**config.mk**
```make
export PLATFORM = sky130hd
export DESIGN_NAME = rti_point
export DESIGN_NICKNAME = d
export VERILOG_FILES = /design/src/rti_pkg.sv /design/src/rti_point.sv
export SDC_FILE = /design/constraint.sdc
export NUM_CORES = 2
export LEC_CHECK = 0
export BUFFER_PORTS_ARGS = -buffer_cell sky130_fd_sc_hd__buf_2
export CAP_MARGIN = 0
export CORE_ASPECT_RATIO = 1.2
export CORE_MARGIN = 4
export CORE_UTILIZATION = 65
export CTS_CLUSTER_DIAMETER = 100
export CTS_CLUSTER_SIZE = 25
export DETAILED_ROUTE_END_ITERATION = 10
export HOLD_SLACK_MARGIN = 0.08
export PLACE_DENSITY = 0.85
export REMOVE_ABC_BUFFERS = 1
export SETUP_SLACK_MARGIN = 0.4
export SLEW_MARGIN = 20
export SYNTH_ARGS = -nofsm -noshare
export SYNTH_HDL_FRONTEND = slang
export SYNTH_SLANG_ARGS = --single-unit
```
**constraint.sdc**
```tcl
create_clock -name clk -period 20.8 [get_ports clk]
set_clock_uncertainty 0.1 [all_clocks]
set_input_delay 0 -clock clk [delete_from_list [all_inputs] [get_ports clk]]
set_output_delay 0 -clock clk [all_outputs]
set_load 0.005 [all_outputs]
```
**src/rti_pkg.sv**
```systemverilog
// Shared types and constants for the ray/triangle intersection core.
// No dependencies; every other file imports this package.
`default_nettype none

package rti_pkg;

  localparam int COORD_BITS = 16;
  localparam int T_FRAC     = 16;
  localparam int VTX_BITS   = 3 * COORD_BITS;
  localparam int MDET_BITS  = 40;
  localparam int SUM_BITS   = 56;
  localparam int DET_BITS   = 54;
  localparam int DET_HALF   = DET_BITS / 2;
  localparam int Q_BITS     = 33;
  localparam int REM_BITS   = 88;

  typedef enum logic [1:0] {
    REG_VERTEX_A = 2'd0,
    REG_VERTEX_B = 2'd1,
    REG_VERTEX_C = 2'd2,
    REG_MIN_DET  = 2'd3
  } cfg_reg_t;

  typedef struct packed {
    logic signed [15:0] origin_x;
    logic signed [15:0] origin_y;
    logic signed [15:0] origin_z;
    logic signed [15:0] dir_x;
    logic signed [15:0] dir_y;
    logic signed [15:0] dir_z;
    logic signed [31:0] t_min;
    logic signed [31:0] t_max;
  } ray_t;

  typedef struct packed {
    logic               hit;
    logic signed [31:0] hit_distance;
    logic signed [15:0] pos_x;
    logic signed [15:0] pos_y;
    logic signed [15:0] pos_z;
  } result_t;

  typedef struct packed {
    logic signed [SUM_BITS-1:0] det;
    logic signed [SUM_BITS-1:0] u;
    logic signed [SUM_BITS-1:0] v;
    logic signed [SUM_BITS-1:0] tn;
    ray_t                       ray;
  } geom_t;

  typedef struct packed {
    logic                hit;
    logic                tneg;
    logic [DET_BITS-1:0] det;
    logic [REM_BITS-1:0] rem;
    logic [Q_BITS-1:0]   q;
    ray_t                ray;
  } div_t;

endpackage

`default_nettype wire

```
**src/rti_point.sv**
```systemverilog
// Hit point O + t*D with saturation, and the result register.
// Two register stages; depends on rti_pkg.
`default_nettype none

module rti_point (
  input  wire logic            clk,
  input  wire logic            rst,
  input  wire logic            adv,
  input  wire logic            in_valid,
  input  wire rti_pkg::div_t   dv,
  output logic                 out_valid,
  output rti_pkg::result_t     res
);
  import rti_pkg::*;

  logic               va, vb;
  logic               hit_a, tneg_a;
  logic [Q_BITS-1:0]  q_a;
  logic signed [15:0] o_a [3];
  logic               dneg_a [3];
  logic [48:0]        m_a [3];
  logic signed [15:0] din [3];
  logic signed [15:0] oin [3];
  logic [15:0]        dmag [3];
  logic signed [34:0] p [3];
  logic signed [15:0] sat [3];

  always_comb begin
    din[0] = dv.ray.dir_x;
    din[1] = dv.ray.dir_y;
    din[2] = dv.ray.dir_z;
    oin[0] = dv.ray.origin_x;
    oin[1] = dv.ray.origin_y;
    oin[2] = dv.ray.origin_z;
    for (int i = 0; i < 3; i++) begin
      dmag[i] = din[i][15] ? 16'(-din[i]) : 16'(din[i]);
      p[i] = (tneg_a != dneg_a[i]) ?
             35'(o_a[i]) - 35'({2'b00, m_a[i][48:T_FRAC]}) :
             35'(o_a[i]) + 35'({2'b00, m_a[i][48:T_FRAC]});
      if (p[i] > 35'sd32767) begin
        sat[i] = 16'sh7fff;
      end else if (p[i] < -35'sd32768) begin
        sat[i] = 16'sh8000;
      end else begin
        sat[i] = 16'(p[i]);
      end
    end
  end

  always_ff @(posedge clk) begin
    if (rst) begin
      va <= 1'b0;
      vb <= 1'b0;
    end else if (adv) begin
      va <= in_valid;
      vb <= va;
    end
  end

  always_ff @(posedge clk) begin
    if (adv) begin
      hit_a  <= dv.hit;
      tneg_a <= dv.tneg;
      q_a    <= dv.q;
      for (int i = 0; i < 3; i++) begin
        o_a[i]    <= oin[i];
        dneg_a[i] <= din[i][15];
        m_a[i]    <= 49'(dv.q) * 49'(dmag[i]);
      end
      // drop everything but the hit flag on a miss
      res.hit <= hit_a;
      if (hit_a) begin
        res.hit_distance <= tneg_a ? 32'(-q_a) : q_a[31:0];
        res.pos_x <= sat[0];
        res.pos_y <= sat[1];
        res.pos_z <= sat[2];
      end else begin
        res.hit_distance <= '0;
        res.pos_x <= '0;
        res.pos_y <= '0;
        res.pos_z <= '0;
      end
    end
  end

  assign out_valid = vb;

endmodule

`default_nettype wire

```
==> results by group <==
Run status
  • Run status: finished clean

Floorplanning
  • Starting density of the core: 0.657
  • # rows: around 130
  • Chip width: 298 µm
  • Die height: 356 µm
  • Ports: around 420
  • Die Area: about 0.11 mm²
  • Core Region: 0.100 mm²

Logic synthesis
  • Mean Syn Cell Area: ~9 µm²
  • Ys Warns: 0
  • Synth Area in XOR/XNOR: 0.0432
  • Adder-Cell Fraction of Synth Area: 0.483
  • Synth Register Bits: 267
  • Post-Synthesis Cells: between 7k and 8k
  • EDFF count, synth: about 270
  • Register area share after synthesis: 0.122
  • Main combinational cell family by area after synthesis: adder cells
  • Mapped cell area: 0.0658 mm²
  • Synth Flop Type: edfxtp_1
  • Compound-Gate Fraction of Synth Area: 0.0700
  • Post-synthesis mux area share: 0.00175
  • Asr flop ratio synth: 0
  • Post-synthesis cell type count: 79
  • Simple-Gate Fraction of Synth Area: 0.168

Drt
  • DR WL/cell: between 20 and 25 µm
  • Initial drt markers: 4155
  • Drc violations: 0
  • DR pass1 iterations: 6
  • Total Routed Length: 180 mm
  • Via density: 5.98
  • Vias: 52.5k
  • Antenna viol nets, final: 0

Min path
  • Hold path depth: 2
  • Hold Path Class: in -> reg
  • Hold_sp: dv[127]

Setup path
  • Slowest stage cell, crit path: a2111oi_0
  • Source of the worst register-to-register timing path: m_a[0][115]
  • Req. time, crit path: around 21 ns
  • Critical path buffers and inverters: 5
  • CP Max Fanout: 35
  • Critical Path End: m_a[0][84]
  • Crit Reg-Reg Endpoint: res[5]
  • Startpoint types: primary input
  • Critical Path Stages: 30
  • Cell mode on critical path: fa_1
  • FF-to-FF path depth: 19
  • Reg-to-reg slack, setup: between 10 and 15 ns
  • Setup crit end kind: register
  • Data arrival, critical path: 9.33 ns
  • Crit. Startpoint: dv[80]
  • Critical path's top delay family: compound AO/OA/AOI/OAI gates
  • Crit-path max cell delay: roughly 1.1 ns
  • Critical path class: in -> reg

Clocking
  • Hold_buf cts: 119
  • Root buffer cell: clkbuf_16
  • Clock buffer depth: 3
  • Insertion delay to the later sink of the worst-skew pair: 0.56 ns
  • Resize count post-CTS: 0
  • Clk pin slew, worst setup/hold paths: 0.10 ns
  • TritonCTS clock tree: done
  • Num CTS Buffers: 15
  • Number of H-tree levels: 1
  • CTS Sinks: 267
  • Setup Fix Bufs, Post-CTS: 0

Final layout
  • Footprint of the multi-input gates: 0.0507 mm²
  • Most common cell after layout, fill and taps aside: inv_1
  • # nets final: around 9.6k
  • Fill cells: ~7.4k
  • Share of cells above drive strength 1: 0.0529
  • Commonest non-fill, non-tap cells in the layout: inv_1 (1607), fa_1 (1296), nand2_1 (1259)
  • Design Area, Final: 0.0697 mm²
  • Sequential Area: 0.00800 mm²
  • Area delta synth->final: 6.06%

Placed design
  • Port Buffers: 216
  • Detailed placer's ending HPWL: 128 mm
  • Placed Area: a little under 0.07 mm²
  • RD Place Congestion: 0.924

STA
  • Min cycle time layout: about 9.1 ns
  • RSZ-0062 raised after global routing: no
  • Hold WS: between 0.09 and 0.1 ns
  • Hold Violations, Final: 0
  • Final setup fails: 0
  • Fmax: ~0.11 GHz
  • Max Slew Vio Count: 0
  • Slew headroom: 0.192
  • Worst slew pin tran: 1.21 ns
  • Period utilization: 0.438
  • Setup tns final: 0 ns

Global route
  • Initial antenna violation count: 5
  • GRT Overall Usage: 0.345
  • First-pass GRT wire length: 291 mm
  • Pin count of the biggest net entering global routing: 153
  • Overflow left after global routing: 0
  • Vias in the first global route: 57.6k

Job
  • MaxCap Viol Count: 0
==> worst register-to-register path, stage by stage, from the launching register on <==
cell and delay (ns):
edfxtp_1 0.49, inv_1 0.12, ha_1 0.17, nor3b_1 0.36
and2_1 0.26, nor3b_1 0.87, a31oi_1 0.28, xnor2_1 0.20
ha_1 0.48, nand4_1 0.17, a2111oi_0 0.43, o311a_1 0.25
o21a_1 0.13, nor3_1 0.09, o41ai_1 0.44, xor2_1 0.17
nor4_1 0.28, nand4_1 0.12, o211ai_1 0.74, o21ai_0 0.24
==> metrics by stage <==
stage / setup WS (ns) / util / instances
3_3_place_gp: 11.56 / 0.680 / 8636
6_report: 11.69 / 0.697 / 8781
4_1_cts: 11.85 / 0.696 / 8777
3_5_place_dp: 11.30 / 0.680 / 8636
2_1_floorplan: 12.18 / - / 7046
5_1_grt: 11.27 / 0.697 / 8777
==> per-layer routing <==
metal  up-vias  global-route usage  share of wire
met2      2910               0.603           0.49
li1      22700                   -              -
met4         2               0.202          0.069
met3       922              0.0645           0.10
met1     26000               0.399           0.34
met5         -                   0       0.000078
==> how the worst min path moves through the flow <==
stage                       to  slack (ns)
floorplan            out_valid       -0.03
global placement            va        0.07
detailed placement          va        0.08
CTS                    q_a[12]        0.08
global route        o_a[0][47]        0.08
finish              o_a[0][47]         0.1
==> synth_stat cells (8+ instances only) <==
cell type | n | area, µm²
inv_1 | 1607 | 6030
fa_1 | 1296 | 25900
nand2_1 | 1259 | 4730
and2_1 | 504 | 3150
ha_1 | 463 | 5790
clkbuf_1 | 366 | 1370
edfxtp_1 | 265 | 7960
nor2_1 | 210 | 788
a21oi_1 | 199 | 996
xnor2_1 | 189 | 1660
o21ai_0 | 153 | 766
xor2_1 | 135 | 1180
nor3_1 | 80 | 400
o21a_1 | 63 | 473
a21o_1 | 59 | 443
nand3_1 | 55 | 275
nand4_1 | 46 | 288
o31ai_1 | 46 | 345
nand2b_1 | 35 | 219
nor4_1 | 31 | 194
a211oi_1 | 30 | 225
or3_1 | 30 | 188
a31oi_1 | 23 | 144
nor2b_1 | 23 | 144
and3_1 | 17 | 106
o41ai_1 | 17 | 149
or4_1 | 16 | 120
o21bai_1 | 15 | 113
o21ai_1 | 14 | 70.1
or2_2 | 12 | 75.1
o211ai_1 | 11 | 82.6
and4_1 | 10 | 87.6
a21boi_0 | 9 | 67.6
o31a_1 | 8 | 70.1
==> sequential cells by signal (all words and copies together) (netlist names) <==
name       count
tneg_a         1
res           81
va             1
q_a           32
hit_a          1
out_valid      1
m_a           99
o_a           48
dneg_a         3
==> cell type report <==
cell class | instances | share of cell area
Timing Repair Buffer | 419 | 0.0420
Inverter | 1608 | 0.0865
Clock inverter | 5 | 0.000664
Sequential cell | 267 | 0.115
Antenna cell | 4 | 0.000144
Clock buffer | 17 | 0.00549
Multi-Input combinational cell | 5171 | 0.727
Tap cell | 1290 | 0.0231
==> kinds of logic after synthesis <==
family	count (synthesis)
xor+xnor	324
buf+inv	1977
flops	267
fa+ha+maj	1759
mux	11
simple gates	2359
compound gates	718
Power is not shown: default switching activity piles up to over one toggle a cycle in this logic, so the estimate is an artifact.
